[src/rtl/core/cmts_pkg.sv]
// Shared types, token codes and keyword tables of the C-Minus token scanner.
package cmts_pkg;

  // Default widths of positions and number values.
  localparam int POSITION_BITS_DEF = 16;
  localparam int VALUE_BITS_DEF    = 31;

  // Depths of the byte queue and of the token output buffer.
  localparam int QUEUE_DEPTH = 4;
  localparam int OBUF_DEPTH  = 4;

  localparam int KIND_W = 5;

  // Token kinds.
  localparam logic [KIND_W-1:0] K_END      = 5'd0;
  localparam logic [KIND_W-1:0] K_ERROR    = 5'd1;
  localparam logic [KIND_W-1:0] K_IF       = 5'd2;
  localparam logic [KIND_W-1:0] K_PLUS     = 5'd8;
  localparam logic [KIND_W-1:0] K_MINUS    = 5'd9;
  localparam logic [KIND_W-1:0] K_TIMES    = 5'd10;
  localparam logic [KIND_W-1:0] K_DIVIDE   = 5'd11;
  localparam logic [KIND_W-1:0] K_LT       = 5'd12;
  localparam logic [KIND_W-1:0] K_LTE      = 5'd13;
  localparam logic [KIND_W-1:0] K_GT       = 5'd14;
  localparam logic [KIND_W-1:0] K_GTE      = 5'd15;
  localparam logic [KIND_W-1:0] K_EQ       = 5'd16;
  localparam logic [KIND_W-1:0] K_NEQ      = 5'd17;
  localparam logic [KIND_W-1:0] K_ASSIGN   = 5'd18;
  localparam logic [KIND_W-1:0] K_SEMI     = 5'd19;
  localparam logic [KIND_W-1:0] K_COMMA    = 5'd20;
  localparam logic [KIND_W-1:0] K_LPAREN   = 5'd21;
  localparam logic [KIND_W-1:0] K_RPAREN   = 5'd22;
  localparam logic [KIND_W-1:0] K_LBRACKET = 5'd23;
  localparam logic [KIND_W-1:0] K_RBRACKET = 5'd24;
  localparam logic [KIND_W-1:0] K_LBRACE   = 5'd25;
  localparam logic [KIND_W-1:0] K_RBRACE   = 5'd26;
  localparam logic [KIND_W-1:0] K_ID       = 5'd27;
  localparam logic [KIND_W-1:0] K_NUM      = 5'd28;

  // Keyword spellings, right-aligned in the six-byte window, in kind order.
  localparam int KW_COUNT = 6;
  localparam logic [47:0] KW_TEXT [KW_COUNT] = '{
    48'h0000_0000_6966, 48'h0000_656C_7365, 48'h0000_0069_6E74,
    48'h0000_766F_6964, 48'h7265_7475_726E, 48'h0077_6869_6C65
  };
  localparam logic [2:0] KW_LEN [KW_COUNT] = '{3'd2, 3'd4, 3'd3, 3'd4, 3'd6, 3'd5};

  // One classified source byte as the front hands it to the back.
  typedef struct packed {
    logic [7:0]        char_code;
    logic              eoi;
    logic              alpha;
    logic              digit;
    logic              nl;
    logic              blank;
    logic              star;
    logic              slash;
    logic              eq;
    logic              lt;
    logic              gt;
    logic              bang;
    logic [KIND_W-1:0] single;
  } class_t;

  // Write strobes from the scanner into the output buffer.
  typedef struct packed {
    logic a;
    logic b;
  } push_t;

  // Kind of a one-character punctuator or operator, K_END when there is none.
  function automatic logic [KIND_W-1:0] single_kind(input logic [7:0] c);
    logic [KIND_W-1:0] k;
    k = K_END;
    case (c)
      8'h2B: k = K_PLUS;
      8'h2D: k = K_MINUS;
      8'h2A: k = K_TIMES;
      8'h3B: k = K_SEMI;
      8'h2C: k = K_COMMA;
      8'h28: k = K_LPAREN;
      8'h29: k = K_RPAREN;
      8'h5B: k = K_LBRACKET;
      8'h5D: k = K_RBRACKET;
      8'h7B: k = K_LBRACE;
      8'h7D: k = K_RBRACE;
      default: k = K_END;
    endcase
    return k;
  endfunction

endpackage

[src/rtl/core/cmts_in_if.sv]
// Byte channel: one source byte or an end-of-input mark per beat.
interface cmts_in_if;
  logic       valid;
  logic       ready;
  logic [7:0] char_code;
  logic       end_of_input;

  modport source (output valid, output char_code, output end_of_input, input ready);
  modport sink (input valid, input char_code, input end_of_input, output ready);
endinterface

[src/rtl/core/cmts_out_if.sv]
// Token channel: one scanned token per beat.
interface cmts_out_if #(
  parameter int POSITION_BITS = cmts_pkg::POSITION_BITS_DEF,
  parameter int VALUE_BITS    = cmts_pkg::VALUE_BITS_DEF
);
  logic                        valid;
  logic                        ready;
  logic [cmts_pkg::KIND_W-1:0] token_kind;
  logic [POSITION_BITS-1:0]    token_line;
  logic [POSITION_BITS-1:0]    token_column;
  logic [POSITION_BITS-1:0]    token_length;
  logic [VALUE_BITS-1:0]       number_value;
  logic                        number_overflow;
  logic [7:0]                  error_char;
  logic                        last_of_run;

  modport source (output valid, output token_kind, output token_line, output token_column,
                  output token_length, output number_value, output number_overflow,
                  output error_char, output last_of_run, input ready);
  modport sink (input valid, input token_kind, input token_line, input token_column,
                input token_length, input number_value, input number_overflow,
                input error_char, input last_of_run, output ready);
endinterface

[src/rtl/core/cmts_front.sv]
// Front end: accepts source bytes and classifies them for the scanner.
module cmts_front (
  cmts_in_if.sink          bytes,
  input  logic             full,
  output logic             push,
  output cmts_pkg::class_t cls
);

  logic [7:0] c;

  assign c           = bytes.char_code;
  assign bytes.ready = !full;
  assign push        = bytes.valid && !full;

  // Character classes; only ASCII letters and digits count.
  always_comb begin
    cls.char_code = c;
    cls.eoi       = bytes.end_of_input;
    cls.alpha     = (c >= 8'h41 && c <= 8'h5A) || (c >= 8'h61 && c <= 8'h7A);
    cls.digit     = (c >= 8'h30 && c <= 8'h39);
    cls.nl        = (c == 8'h0A);
    cls.blank     = (c == 8'h20) || (c == 8'h09);
    cls.star      = (c == 8'h2A);
    cls.slash     = (c == 8'h2F);
    cls.eq        = (c == 8'h3D);
    cls.lt        = (c == 8'h3C);
    cls.gt        = (c == 8'h3E);
    cls.bang      = (c == 8'h21);
    cls.single    = cmts_pkg::single_kind(c);
  end

endmodule

[src/rtl/core/cmts_queue.sv]
// Short queue of classified bytes between the front end and the scanner.
module cmts_queue (
  input  logic             clk,
  input  logic             rst,
  input  logic             push,
  input  cmts_pkg::class_t push_data,
  output logic             full,
  input  logic             pop,
  output logic             head_valid,
  output cmts_pkg::class_t head_data
);

  localparam int DEPTH = cmts_pkg::QUEUE_DEPTH;
  localparam int PTR_W = $clog2(DEPTH);
  localparam int CNT_W = $clog2(DEPTH + 1);

  cmts_pkg::class_t entries [DEPTH];
  logic [PTR_W-1:0] head;
  logic [PTR_W-1:0] tail;
  logic [CNT_W-1:0] count;
  logic             do_push;
  logic             do_pop;

  assign full       = (count == CNT_W'(DEPTH));
  assign head_valid = (count != '0);
  assign head_data  = entries[head];
  assign do_push    = push && !full;
  assign do_pop     = pop && head_valid;

  // Storage; payload needs no reset.
  always_ff @(posedge clk) begin
    if (do_push) begin
      entries[tail] <= push_data;
    end
  end

  // Pointers and fill count.
  always_ff @(posedge clk) begin
    if (rst) begin
      head  <= '0;
      tail  <= '0;
      count <= '0;
    end else begin
      if (do_push) begin
        tail <= (tail == PTR_W'(DEPTH - 1)) ? '0 : tail + 1'b1;
      end
      if (do_pop) begin
        head <= (head == PTR_W'(DEPTH - 1)) ? '0 : head + 1'b1;
      end
      count <= count + CNT_W'(do_push) - CNT_W'(do_pop);
    end
  end

endmodule

[src/rtl/core/cmts_back.sv]
// Scanner back end: runs the token state machine on classified bytes.
module cmts_back #(
  parameter int POSITION_BITS = cmts_pkg::POSITION_BITS_DEF,
  parameter int VALUE_BITS    = cmts_pkg::VALUE_BITS_DEF
) (
  input  logic                    clk,
  input  logic                    rst,
  input  logic                    head_valid,
  input  cmts_pkg::class_t        head,
  input  logic                    room,
  output logic                    pop,
  output cmts_pkg::push_t         push,
  output logic [cmts_pkg::KIND_W+3*POSITION_BITS+VALUE_BITS+9:0] tok_a,
  output logic [cmts_pkg::KIND_W+3*POSITION_BITS+VALUE_BITS+9:0] tok_b
);

  localparam int P     = POSITION_BITS;
  localparam int V     = VALUE_BITS;
  localparam int TOK_W = cmts_pkg::KIND_W + 3 * P + V + 10;

  // Scan modes.
  localparam logic [3:0] M_IDLE       = 4'd0;
  localparam logic [3:0] M_IDENT      = 4'd1;
  localparam logic [3:0] M_NUMBER     = 4'd2;
  localparam logic [3:0] M_SLASH      = 4'd3;
  localparam logic [3:0] M_LT         = 4'd4;
  localparam logic [3:0] M_GT         = 4'd5;
  localparam logic [3:0] M_EQ         = 4'd6;
  localparam logic [3:0] M_BANG       = 4'd7;
  localparam logic [3:0] M_BLOCK      = 4'd8;
  localparam logic [3:0] M_BLOCK_STAR = 4'd9;
  localparam logic [3:0] M_LINE       = 4'd10;

  logic [3:0]  mode, mode_next;
  logic [P-1:0] line_count, line_count_next;
  logic [P-1:0] column_count, column_count_next;
  logic [P-1:0] start_column, start_column_next;
  logic [P-1:0] lexeme_length, lexeme_length_next;
  logic [V-1:0] accumulator, accumulator_next;
  logic         overflow, overflow_next;
  logic [47:0]  window, window_next;

  logic [V+3:0] product;
  logic [cmts_pkg::KIND_W-1:0] ident_kind;

  // Pending token of the current mode.
  logic                        pend_vld;
  logic [cmts_pkg::KIND_W-1:0] pend_kind;
  logic [P-1:0]                pend_len;
  logic [V-1:0]                pend_val;
  logic                        pend_ovf;
  logic [7:0]                  pend_ech;

  // First token (pending or two-character) and second token (new or end).
  logic                        f_vld, s_vld;
  logic [cmts_pkg::KIND_W-1:0] f_kind, s_kind;
  logic [P-1:0]                f_col, s_col, f_len, s_len;
  logic [V-1:0]                f_val;
  logic                        f_ovf;
  logic [7:0]                  f_ech, s_ech;
  logic                        consumed, do_flush;
  logic [TOK_W-1:0]            f_tok, s_tok;

  function automatic logic [P-1:0] sat_inc(input logic [P-1:0] v);
    return (v == {P{1'b1}}) ? v : v + 1'b1;
  endfunction

  assign pop = head_valid && room;

  // Next number value: ten times the accumulator plus the digit.
  assign product = ({4'b0, accumulator} << 3) + ({4'b0, accumulator} << 1)
                 + {{V{1'b0}}, head.char_code[3:0]};

  // Keyword match on length and the last six identifier bytes.
  always_comb begin
    ident_kind = cmts_pkg::K_ID;
    for (int i = 0; i < cmts_pkg::KW_COUNT; i++) begin
      if (lexeme_length == P'(cmts_pkg::KW_LEN[i]) && window == cmts_pkg::KW_TEXT[i]) begin
        ident_kind = cmts_pkg::K_IF + cmts_pkg::KIND_W'(i);
      end
    end
  end

  // Token that the current mode reports when it is cut short.
  always_comb begin
    pend_vld  = 1'b1;
    pend_kind = cmts_pkg::K_ID;
    pend_len  = P'(1);
    pend_val  = '0;
    pend_ovf  = 1'b0;
    pend_ech  = 8'h00;
    unique case (mode)
      M_IDENT: begin
        pend_kind = ident_kind;
        pend_len  = lexeme_length;
      end
      M_NUMBER: begin
        pend_kind = cmts_pkg::K_NUM;
        pend_len  = lexeme_length;
        pend_val  = accumulator;
        pend_ovf  = overflow;
      end
      M_SLASH: pend_kind = cmts_pkg::K_DIVIDE;
      M_LT:    pend_kind = cmts_pkg::K_LT;
      M_GT:    pend_kind = cmts_pkg::K_GT;
      M_EQ:    pend_kind = cmts_pkg::K_ASSIGN;
      M_BANG: begin
        pend_kind = cmts_pkg::K_ERROR;
        pend_ech  = 8'h21;
      end
      default: pend_vld = 1'b0;
    endcase
  end

  // Scanner step for the byte at the head of the queue.
  always_comb begin
    mode_next          = mode;
    line_count_next    = line_count;
    column_count_next  = column_count;
    start_column_next  = start_column;
    lexeme_length_next = lexeme_length;
    accumulator_next   = accumulator;
    overflow_next      = overflow;
    window_next        = window;
    f_vld    = 1'b0;
    f_kind   = cmts_pkg::K_END;
    f_col    = start_column;
    f_len    = '0;
    f_val    = '0;
    f_ovf    = 1'b0;
    f_ech    = 8'h00;
    s_vld    = 1'b0;
    s_kind   = cmts_pkg::K_END;
    s_col    = column_count;
    s_len    = P'(1);
    s_ech    = 8'h00;
    consumed = 1'b0;
    do_flush = 1'b0;

    if (head.eoi) begin
      // End mark: report what is pending, then the end token.
      do_flush  = 1'b1;
      s_vld     = 1'b1;
      s_len     = '0;
      mode_next = M_IDLE;
    end else begin
      unique case (mode)
        M_IDENT: begin
          if (head.alpha || head.digit) begin
            lexeme_length_next = sat_inc(lexeme_length);
            window_next        = {window[39:0], head.char_code};
            consumed           = 1'b1;
          end else begin
            do_flush = 1'b1;
          end
        end
        M_NUMBER: begin
          if (head.digit) begin
            lexeme_length_next = sat_inc(lexeme_length);
            if (product[V+3:V] != 4'b0) begin
              accumulator_next = {V{1'b1}};
              overflow_next    = 1'b1;
            end else begin
              accumulator_next = product[V-1:0];
            end
            consumed = 1'b1;
          end else begin
            do_flush = 1'b1;
          end
        end
        M_SLASH: begin
          if (head.star) begin
            mode_next = M_BLOCK;
            consumed  = 1'b1;
          end else if (head.slash) begin
            mode_next = M_LINE;
            consumed  = 1'b1;
          end else begin
            do_flush = 1'b1;
          end
        end
        M_LT, M_GT, M_EQ, M_BANG: begin
          if (head.eq) begin
            f_vld = 1'b1;
            f_len = P'(2);
            unique case (mode)
              M_LT:    f_kind = cmts_pkg::K_LTE;
              M_GT:    f_kind = cmts_pkg::K_GTE;
              M_EQ:    f_kind = cmts_pkg::K_EQ;
              default: f_kind = cmts_pkg::K_NEQ;
            endcase
            mode_next = M_IDLE;
            consumed  = 1'b1;
          end else begin
            do_flush = 1'b1;
          end
        end
        M_BLOCK: begin
          if (head.star) begin
            mode_next = M_BLOCK_STAR;
          end
          consumed = 1'b1;
        end
        M_BLOCK_STAR: begin
          if (head.slash) begin
            mode_next = M_IDLE;
          end else if (!head.star) begin
            mode_next = M_BLOCK;
          end
          consumed = 1'b1;
        end
        M_LINE: begin
          if (head.nl) begin
            mode_next = M_IDLE;
          end
          consumed = 1'b1;
        end
        default: mode_next = M_IDLE;
      endcase

      if (do_flush) begin
        mode_next = M_IDLE;
      end

      // A byte not taken by the mode starts over from idle.
      if (!consumed && !head.nl) begin
        if (head.alpha) begin
          mode_next          = M_IDENT;
          start_column_next  = column_count;
          lexeme_length_next = P'(1);
          window_next        = {40'b0, head.char_code};
        end else if (head.digit) begin
          mode_next          = M_NUMBER;
          start_column_next  = column_count;
          lexeme_length_next = P'(1);
          accumulator_next   = {{(V-4){1'b0}}, head.char_code[3:0]};
          overflow_next      = 1'b0;
        end else if (head.blank) begin
          mode_next = M_IDLE;
        end else if (head.slash || head.lt || head.gt || head.eq || head.bang) begin
          start_column_next = column_count;
          if (head.slash) begin
            mode_next = M_SLASH;
          end else if (head.lt) begin
            mode_next = M_LT;
          end else if (head.gt) begin
            mode_next = M_GT;
          end else if (head.eq) begin
            mode_next = M_EQ;
          end else begin
            mode_next = M_BANG;
          end
        end else begin
          s_vld = 1'b1;
          if (head.single != cmts_pkg::K_END) begin
            s_kind = head.single;
          end else begin
            s_kind = cmts_pkg::K_ERROR;
            s_ech  = head.char_code;
          end
        end
      end

      // Position tracking.
      if (head.nl) begin
        line_count_next   = sat_inc(line_count);
        column_count_next = P'(1);
      end else begin
        column_count_next = sat_inc(column_count);
      end
    end

    if (do_flush) begin
      f_vld  = pend_vld;
      f_kind = pend_kind;
      f_len  = pend_len;
      f_val  = pend_val;
      f_ovf  = pend_ovf;
      f_ech  = pend_ech;
    end
  end

  // Pack the tokens; a lone token always goes into the first slot.
  assign f_tok = {f_kind, line_count, f_col, f_len, f_val, f_ovf, f_ech, !s_vld};
  assign s_tok = {s_kind, line_count, s_col, s_len, {V{1'b0}}, 1'b0, s_ech, 1'b1};
  assign tok_a  = f_vld ? f_tok : s_tok;
  assign tok_b  = s_tok;
  assign push.a = pop && (f_vld || s_vld);
  assign push.b = pop && f_vld && s_vld;

  // Scanner state.
  always_ff @(posedge clk) begin
    if (rst) begin
      mode          <= M_IDLE;
      line_count    <= P'(1);
      column_count  <= P'(1);
      start_column  <= P'(1);
      lexeme_length <= '0;
      accumulator   <= '0;
      overflow      <= 1'b0;
      window        <= '0;
    end else if (pop) begin
      mode          <= mode_next;
      line_count    <= line_count_next;
      column_count  <= column_count_next;
      start_column  <= start_column_next;
      lexeme_length <= lexeme_length_next;
      accumulator   <= accumulator_next;
      overflow      <= overflow_next;
      window        <= window_next;
    end
  end

`ifndef ASSERT_OFF
  // The second slot is written only together with the first.
  a_pair_order: assert property (@(posedge clk) disable iff (rst) push.b |-> push.a)
    else $error("second token slot written without the first");

  // Tokens are written only when the buffer has room for two.
  a_room: assert property (@(posedge clk) disable iff (rst) push.a |-> room)
    else $error("token written without buffer room");

  // Every end mark produces a token and leaves the scanner idle.
  a_end_idle: assert property (@(posedge clk) disable iff (rst)
      pop && head.eoi |-> push.a ##1 mode == M_IDLE)
    else $error("end of input did not close the scan");

  // A newline restarts the column.
  a_newline: assert property (@(posedge clk) disable iff (rst)
      pop && !head.eoi && head.nl |=> column_count == P'(1))
    else $error("column not reset after newline");
`endif

endmodule

[src/rtl/core/cmts_obuf.sv]
// Token output buffer: takes up to two tokens per cycle, delivers one per beat.
module cmts_obuf #(
  parameter int POSITION_BITS = cmts_pkg::POSITION_BITS_DEF,
  parameter int VALUE_BITS    = cmts_pkg::VALUE_BITS_DEF
) (
  input  logic             clk,
  input  logic             rst,
  input  cmts_pkg::push_t  push,
  input  logic [cmts_pkg::KIND_W+3*POSITION_BITS+VALUE_BITS+9:0] tok_a,
  input  logic [cmts_pkg::KIND_W+3*POSITION_BITS+VALUE_BITS+9:0] tok_b,
  output logic             room,
  cmts_out_if.source       tokens
);

  localparam int P     = POSITION_BITS;
  localparam int V     = VALUE_BITS;
  localparam int TOK_W = cmts_pkg::KIND_W + 3 * P + V + 10;
  localparam int DEPTH = cmts_pkg::OBUF_DEPTH;
  localparam int PTR_W = $clog2(DEPTH);
  localparam int CNT_W = $clog2(DEPTH + 1);

  // Field offsets inside a packed token.
  localparam int OFS_OVF  = 9;
  localparam int OFS_VAL  = 10;
  localparam int OFS_LEN  = OFS_VAL + V;
  localparam int OFS_COL  = OFS_LEN + P;
  localparam int OFS_LINE = OFS_COL + P;
  localparam int OFS_KIND = OFS_LINE + P;

  logic [TOK_W-1:0] entries [DEPTH];
  logic [PTR_W-1:0] head;
  logic [PTR_W-1:0] tail;
  logic [PTR_W-1:0] tail_plus;
  logic [CNT_W-1:0] count;
  logic [TOK_W-1:0] cur;
  logic             do_pop;

  assign tail_plus = (tail == PTR_W'(DEPTH - 1)) ? '0 : tail + 1'b1;
  assign room      = (count <= CNT_W'(DEPTH - 2));
  assign do_pop    = tokens.valid && tokens.ready;
  assign cur       = entries[head];

  // Token fields of the oldest entry.
  assign tokens.valid           = (count != '0);
  assign tokens.token_kind      = cur[OFS_KIND +: cmts_pkg::KIND_W];
  assign tokens.token_line      = cur[OFS_LINE +: P];
  assign tokens.token_column    = cur[OFS_COL +: P];
  assign tokens.token_length    = cur[OFS_LEN +: P];
  assign tokens.number_value    = cur[OFS_VAL +: V];
  assign tokens.number_overflow = cur[OFS_OVF];
  assign tokens.error_char      = cur[8:1];
  assign tokens.last_of_run     = cur[0];

  // Storage; payload needs no reset.
  always_ff @(posedge clk) begin
    if (push.a) begin
      entries[tail] <= tok_a;
    end
    if (push.b) begin
      entries[tail_plus] <= tok_b;
    end
  end

  // Pointers and fill count.
  always_ff @(posedge clk) begin
    if (rst) begin
      head  <= '0;
      tail  <= '0;
      count <= '0;
    end else begin
      if (push.b) begin
        tail <= (tail_plus == PTR_W'(DEPTH - 1)) ? '0 : tail_plus + 1'b1;
      end else if (push.a) begin
        tail <= tail_plus;
      end
      if (do_pop) begin
        head <= (head == PTR_W'(DEPTH - 1)) ? '0 : head + 1'b1;
      end
      count <= count + CNT_W'(push.a) + CNT_W'(push.b) - CNT_W'(do_pop);
    end
  end

endmodule

[src/rtl/core/c_minus_token_scanner.sv]
// Top level of the C-Minus token scanner: front end, byte queue, scanner, output buffer.
//
//   channel  dir  beat                                   accepted when
//   bytes    in   char_code, end_of_input                valid && ready
//   tokens   out  kind, line, column, length, value,     valid && ready
//                 overflow, error_char, last_of_run
//
// One byte per cycle is taken while the four-entry byte queue has space.
// The scanner retires one byte per cycle when the token buffer has room for
// two tokens; a byte that yields two tokens writes both into the buffer at
// once, and the buffer drains one token per beat. A byte is registered in
// the byte queue and its tokens in the token buffer. Synchronous reset
// empties both queues and sets line and column to 1. A stalled token side
// fills the buffer, then the byte queue, and only then drops bytes.ready.
module c_minus_token_scanner #(
  parameter int POSITION_BITS = cmts_pkg::POSITION_BITS_DEF,
  parameter int VALUE_BITS    = cmts_pkg::VALUE_BITS_DEF
) (
  input  logic       clk,
  input  logic       rst,
  cmts_in_if.sink    bytes,
  cmts_out_if.source tokens
);

  localparam int TOK_W = cmts_pkg::KIND_W + 3 * POSITION_BITS + VALUE_BITS + 10;

  logic             q_full;
  logic             q_push;
  cmts_pkg::class_t q_in;
  logic             q_pop;
  logic             q_valid;
  cmts_pkg::class_t q_head;
  logic             room;
  cmts_pkg::push_t  push;
  logic [TOK_W-1:0] tok_a;
  logic [TOK_W-1:0] tok_b;

  cmts_front u_front (
    .bytes (bytes),
    .full  (q_full),
    .push  (q_push),
    .cls   (q_in)
  );

  cmts_queue u_queue (
    .clk        (clk),
    .rst        (rst),
    .push       (q_push),
    .push_data  (q_in),
    .full       (q_full),
    .pop        (q_pop),
    .head_valid (q_valid),
    .head_data  (q_head)
  );

  cmts_back #(
    .POSITION_BITS (POSITION_BITS),
    .VALUE_BITS    (VALUE_BITS)
  ) u_back (
    .clk        (clk),
    .rst        (rst),
    .head_valid (q_valid),
    .head       (q_head),
    .room       (room),
    .pop        (q_pop),
    .push       (push),
    .tok_a      (tok_a),
    .tok_b      (tok_b)
  );

  cmts_obuf #(
    .POSITION_BITS (POSITION_BITS),
    .VALUE_BITS    (VALUE_BITS)
  ) u_obuf (
    .clk    (clk),
    .rst    (rst),
    .push   (push),
    .tok_a  (tok_a),
    .tok_b  (tok_b),
    .room   (room),
    .tokens (tokens)
  );

endmodule

[src/flat_wrapper.sv]
// flat-port wrapper written by rule: the top's interface ports become plain ports
module c_minus_token_scanner_flat 
#(
  parameter int POSITION_BITS = cmts_pkg::POSITION_BITS_DEF,
  parameter int VALUE_BITS    = cmts_pkg::VALUE_BITS_DEF
)
  (clk, rst, bytes_valid, bytes_char_code, bytes_end_of_input, bytes_ready, tokens_valid, tokens_token_kind, tokens_token_line, tokens_token_column, tokens_token_length, tokens_number_value, tokens_number_overflow, tokens_error_char, tokens_last_of_run, tokens_ready);
  cmts_in_if bytes_i ();
  cmts_out_if #(.POSITION_BITS(POSITION_BITS), .VALUE_BITS(VALUE_BITS)) tokens_i ();
  input  logic clk;
  input  logic rst;
  input wire logic [$bits(bytes_i.valid)-1:0] bytes_valid;
  input wire logic [$bits(bytes_i.char_code)-1:0] bytes_char_code;
  input wire logic [$bits(bytes_i.end_of_input)-1:0] bytes_end_of_input;
  output wire logic [$bits(bytes_i.ready)-1:0] bytes_ready;
  output wire logic [$bits(tokens_i.valid)-1:0] tokens_valid;
  output wire logic [$bits(tokens_i.token_kind)-1:0] tokens_token_kind;
  output wire logic [$bits(tokens_i.token_line)-1:0] tokens_token_line;
  output wire logic [$bits(tokens_i.token_column)-1:0] tokens_token_column;
  output wire logic [$bits(tokens_i.token_length)-1:0] tokens_token_length;
  output wire logic [$bits(tokens_i.number_value)-1:0] tokens_number_value;
  output wire logic [$bits(tokens_i.number_overflow)-1:0] tokens_number_overflow;
  output wire logic [$bits(tokens_i.error_char)-1:0] tokens_error_char;
  output wire logic [$bits(tokens_i.last_of_run)-1:0] tokens_last_of_run;
  input wire logic [$bits(tokens_i.ready)-1:0] tokens_ready;
  assign bytes_i.valid = bytes_valid;
  assign bytes_i.char_code = bytes_char_code;
  assign bytes_i.end_of_input = bytes_end_of_input;
  assign bytes_ready = bytes_i.ready;
  assign tokens_valid = tokens_i.valid;
  assign tokens_token_kind = tokens_i.token_kind;
  assign tokens_token_line = tokens_i.token_line;
  assign tokens_token_column = tokens_i.token_column;
  assign tokens_token_length = tokens_i.token_length;
  assign tokens_number_value = tokens_i.number_value;
  assign tokens_number_overflow = tokens_i.number_overflow;
  assign tokens_error_char = tokens_i.error_char;
  assign tokens_last_of_run = tokens_i.last_of_run;
  assign tokens_i.ready = tokens_ready;
  c_minus_token_scanner #(.POSITION_BITS(POSITION_BITS), .VALUE_BITS(VALUE_BITS)) u_core (.clk(clk), .rst(rst), .bytes(bytes_i), .tokens(tokens_i));
endmodule
[config.mk]
export PLATFORM = sky130hd
export DESIGN_NAME = c_minus_token_scanner_flat
export DESIGN_NICKNAME = d
export VERILOG_FILES = /design/src/rtl/core/cmts_pkg.sv /design/src/rtl/core/cmts_in_if.sv /design/src/rtl/core/cmts_out_if.sv /design/src/rtl/core/cmts_front.sv /design/src/rtl/core/cmts_queue.sv /design/src/rtl/core/cmts_back.sv /design/src/rtl/core/cmts_obuf.sv /design/src/rtl/core/c_minus_token_scanner.sv /design/src/flat_wrapper.sv
export SDC_FILE = /design/constraint.sdc
export NUM_CORES = 1
export LEC_CHECK = 0
export BUFFER_PORTS_ARGS = -buffer_cell sky130_fd_sc_hd__buf_4
export CAP_MARGIN = 10
export CORE_UTILIZATION = 45
export CTS_CLUSTER_DIAMETER = 40
export DETAILED_ROUTE_END_ITERATION = 12
export PLACE_DENSITY_LB_ADDON = 0.25
export SLEW_MARGIN = 20
export SYNTH_ARGS = -nofsm -noshare
export SYNTH_HDL_FRONTEND = slang
export SYNTH_HIERARCHICAL = 1
export SYNTH_SLANG_ARGS = --single-unit
export TNS_END_PERCENT = 50
[constraint.sdc]
create_clock -name clk -period 12.7 [get_ports clk]
set_clock_uncertainty 0.1 [all_clocks]
set_input_delay 0.635 -clock clk [delete_from_list [all_inputs] [get_ports clk]]
set_output_delay 0.635 -clock clk [all_outputs]
set_load 0.01 [all_outputs]
# Yosys cells after proc, flatten, opt, wreduce, memory -nomap -nowiden
# Memory sizes are Yosys's and may differ from the RTL's. A register that Yosys moved wholly into a read port is not among the register bits.
# Cells that the tools add are included.
[classes]
addsub = 15
magnitude_cmp = 7
eq_ne = 51
mux = 130
bitwise_logic = 2
reduce_logical = 44
[ops]
columns = ["operator", "n"]
rows = [
  ["$mux 31", 8],
  ["$mux 16", 14],
  ["$mux 48", 4],
  ["$eq 8x6->1 const B", 13],
  ["$eq 48x31->1 const B", 2],
  ["$mux 94", 1],
  ["$mux 5", 17],
  ["$mux 8", 8],
  ["$mux 4", 14],
  ["$pmux 5 s11", 1],
  ["$add 16x1->16 const B", 3],
  ["$eq 16x16->1 const B", 3],
  ["$eq 16x3->1 const B", 3],
  ["$eq 48x15->1 const B", 1],
  ["$eq 48x23->1 const B", 1],
  ["$eq 48x39->1 const B", 1],
  ["$eq 48x47->1 const B", 1],
  ["$mux 1", 39],
  ["$add 34x32->35", 1],
  ["$add 35x4->35", 1],
  ["$pmux 5 s7", 1],
  ["$eq 16x2->1 const B", 2],
  ["$eq 8x7->1 const B", 4],
  ["$mux 2", 16],
  ["40 further kinds", 90],
]
[totals]
regBits = 162
mem_bits_rw = 472
in_bits = 13
out_inout_bits = 96
wordCells = 265
mem_count = 2
[memory_table]
columns = ["memory", "words", "word_bits", "rd", "rd_ports_with_merged_regs", "write_ports", "line_no", "rtl"]
rows = [
  ["u_core.u_obuf.entries", 4, 94, 1, 1, 2, "cmts_obuf.sv:30", "logic [TOK_W-1:0] entries [DEPTH];"],
  ["u_core.u_queue.entries", 4, 24, 1, 1, 1, "cmts_queue.sv:17", "cmts_pkg::class_t entries [DEPTH];"],
]

# Depth between registers and ports, before layout
[logic_depth]
word_depth = 15
ltp_mapped = 18
depth_no_buf = 14

# Hierarchy
# Netlist, hierarchy kept.
[modules_own_cells]
columns = ["module", "n_inst", "cells_per_inst", "area_each_um2", "seq_area_each_um2"]
rows = [
  ["cmts_obuf", 1, 967, 18701.7, 11471.0],
  ["cmts_back", 1, 1267, 10023.4, 2962.8],
  ["cmts_queue", 1, 176, 3951.3, 3062.9],
  ["cmts_front", 1, 79, 513.0, 0.0],
]

# Worst setup path after synthesis
# No wires, ideal clock.
[synth_path]
kind = "register to register"
from = "register with a tool-made name"
to = "memory u_core/u_obuf/entries[0][0] (netlist name) (enable)"
setup_time_ns = 0.456
arrival_time_ns = 5.384
t_required_ns = 12.144
setup_slack_ns = 6.761
stages_incl_launch_ff = 17
n_path_buf = 6
synth_period_minus_slack_ns = 5.939
cell_sequence = "dfxtp_1 buf_2 buf_4 mux4_2 clkbuf_1 nor2_1 a2bb2oi_1 o211ai_1 nor3_2 nand3_1 a21o_1 nor2_1 buf_4 nand2_2 buf_6 buf_4 nand2_1"
[synth_rtl]
columns = ["element", "line_no"]
rows = [
  ["end: declaration", "cmts_obuf.sv:30"],
]

==> results.cfg <==
[synth]
synthAdderAreaFrac_pct = 3.39
yosys-top-cells-area = edfxtp_1, mux2_2, dfxtp_1
synth_top_area_share_pct = 42.7
yosys_warnings = 6
postSynth.asyncResetShare_pct = 0
synth_enable_flop_cells = 472
syn_area_per_cell_um2 = 13.3
synthMuxAreaShare_pct = 22.0
syn_area_um2 = 33200
synth_compound_area_share_pct = 6.65
synth_top_family_by_area = multiplexers
seq_area_frac_synth_pct = 52.7
synth_xor_xnor_area_share_pct = 1.50
synth_cells = 2489
yosysUniqueCellTypes = 94
synth_seq_cells = 638
synth-simple-area-share_pct = 8.97
yosys.area.top_type = edfxtp_1
ys.flop_type = edfxtp_1

[hold_path]
hold_path_class = input pin to flop
hp-start = bytes_end_of_input

[outcome]
outcome = complete, no violations

[clock_tree]
cts_buffers = 95
h-tree-depth = 3
insertion_delay_ns = 0.65
postCtsSetupBuffers = 0
ctsResizeCount = 0
cts_hold_buf = 0
numClockSinks = 638
cts.path.max_buffers = 3
clk_pin_slew_ns = 0.06
cts-root-buf = clkbuf_16
cts_tree = built

[finish]
multi_input_area_um2 = 14400
syn2layout_area_growth_pct = 13.2
drive_above_1_share_pct = 31.6
fin_area_um2 = 37600
nets = 2650
fin_util_pct = 51.5
regArea_um2 = 17500
fill_cells = 6046

[routing]
drc_errors = 0
routed_wl_um = 78300
ant_nets = 0
drtPass1Iterations = 5
via_per_inst = 5.80
drt-initial-drc-count = 1696
avgRoutedWirePerCell_um = 21.8
route.vias.total = 20800

[sta]
setup_tns_ns = 0
tightest_slew_ns = 1.13
hold_viol_final = 0
setup_viol = 0
drv_slew = 0
period_needed_ns = 6.65
min_period_over_period_pct = 52.3
max_freq_mhz = 150
slew_headroom_pct = 24.9
fin_ws_ns = 6.05
rsz0062_at_grt = no

[grt]
first_global_vias = 21000
grt_pass1_wl_um = 122000
grt_max_degree = 99
antenna_found_initial = 0
grt_overflow = 0
grt.total_usage_pct = 20.9

[placed_design]
dpl_worst_slack_ns = 5.99
portBuffers = 108
dp_hpwl_um = 47800
placed_area_um2 = 34200
gp_congestion = 0.882

[floorplan]
io_pins = 109
dieHeight_um = 274
rows = 99
dieArea_um2 = 74800
start_util_pct = 45.5
fp.coreArea_um2 = 73000
fp.dieW_um = 274

[worst_setup_path]
cp_cell_sequence = buf_4 > mux4_2 > nor2_1 > a2bb2oi_1 > o211ai_1 > nor3_2 > nand3_1 > a21o_1 > nor2_1 > nand2_4 > nand2_4 > buf_4
slowest_stage = buf_4
cp_max_fo = 59
slowest_delay_ns = 0.87
crit_buf_inv = 2
cp.arrival_ns = 6.80
end_kind = flop
cp_top_family = simple AND/OR/NAND/NOR gates
worst_ep_required_time_ns = 12.86
crit_type = flop to flop
cp-start-kind = flop

[flow_run]
cap_violations = 0

[pwr]
power_density_nw_per_um2 = 183
ir_worst_vdd_v = 0.000200
p_leak_uw = 0.0141
==> power breakdown <==
group / switching (uW) / internal, uW
logic: 923 / 650
registers: 101 / 2510
clock network: 1020 / 1680
total: 2040 / 4840
==> flip-flops by register name, summed over array words and instances (netlist names), 3 cells and up, named ones only <==
register / cells
u_core/u_obuf/entries: 376
u_core/u_back/window: 48
u_core/u_back/lexeme_length: 16
u_core/u_back/accumulator: 27
u_core/u_queue/entries: 96
u_core/u_back/column_count: 16
u_core/u_obuf/count: 3
u_core/u_back/f_col: 16
u_core/u_back/mode: 4
u_core/u_queue/count: 3
u_core/u_back/line_count: 16
==> stage by stage <==
stage	hold WS [ns]	instances	total power (uW)
3_5_place_dp	0.377	3412	4250
2_1_floorplan	0.337	2535	3660
5_1_grt	0.0865	3591	7170
3_3_place_gp	0.353	3412	4210
4_1_cts	0.0703	3591	6960
6_report	0.111	3592	6880
==> worst paths after layout <==
check                                                endpoint  slack, ns  cells past startpoint
worst max-delay path             u_core/u_obuf/entries[2][34]       6.05                     12
worst min-delay path            u_core/u_queue/entries[2][15]       0.11                      1
worst max register to register   u_core/u_obuf/entries[2][34]       6.05                     12
worst min register to register        u_core/u_back/window[2]       0.38                      2
==> layer usage <==
metal	part of all wire [%]	track usage [%]	up-vias
li1	-	-	9674
met1	45	28.7	10500
met2	49	34.6	583
met3	4.5	2.76	111
met4	1.7	5.62	0
met5	0	0	-
==> cells in the final DEF (no fill, tap or decap), types with 10 or more instances in the layout <==
master and instances:
a211oi_1 10, a21o_1 16, a21oi_1 97, a221o_1 20, a22oi_1 43, and2_1 18
and3_1 69, buf_4 132, bufinv_16 13, clkbuf_1 10, clkbuf_16 96, clkinv_2 14
clkinvlp_4 12, conb_1 48, dfxtp_1 164, edfxtp_1 472, ha_1 82, inv_1 37
inv_6 12, mux2_1 15, mux2_2 379, mux2i_1 20, mux4_2 118, nand2_1 129
nand3_1 31, nand4_1 25, nor2_1 160, nor2b_1 15, nor3_1 31, nor4_1 20
o21ai_0 35, o21ai_1 27, or3_1 11, xnor2_1 26, xor2_1 31
==> area by class of cell <==
cell class / count / area share (%)
flip-flops and latches: 638 / 46.6
diodes: 1 / 0.00666
multi-input cells: 1643 / 38.3
repair buffers: 133 / 2.67
clock buffers: 106 / 6.49
well taps: 959 / 3.19
inverters: 39 / 0.390
clock inverters: 73 / 2.39
==> cells in the mapped netlist, types with 5 or more instances <==
library cell,n
a21boi_0,6
nand4_1,25
o211ai_1,7
o21ai_0,35
ha_1,82
nand3b_1,8
and4_1,8
a21oi_1,98
a221o_1,20
nor2b_1,15
a211oi_1,10
dfxtp_1,166
inv_1,37
clkbuf_1,57
nand2b_1,9
buf_12,7
mux2_2,379
mux2_1,15
buf_4,92
a22oi_1,43
o22ai_1,9
fa_1,5
o21ai_1,27
or3_1,11
a21o_1,16
nand2_1,133
o21a_1,6
xnor2_1,26
nor2_1,161
mux4_2,118
nor4_1,20
a31oi_1,9
nand3_1,31
and3_1,69
and2_1,18
buf_6,16
o2111ai_1,6
edfxtp_1,472
nor3_1,32
buf_2,38
xor2_1,31
mux2i_1,20
==> cells by family (layout without fill, tap and decap cells) <==
group	Yosys count	count (layout)
compound gates	334	334
fa+ha+maj	87	87
flops	638	638
buf+inv	254	351
xor+xnor	57	57
mux	532	532
simple gates	585	585
other cells	2	49
Note: power is estimated with default switching activity, not from simulation.
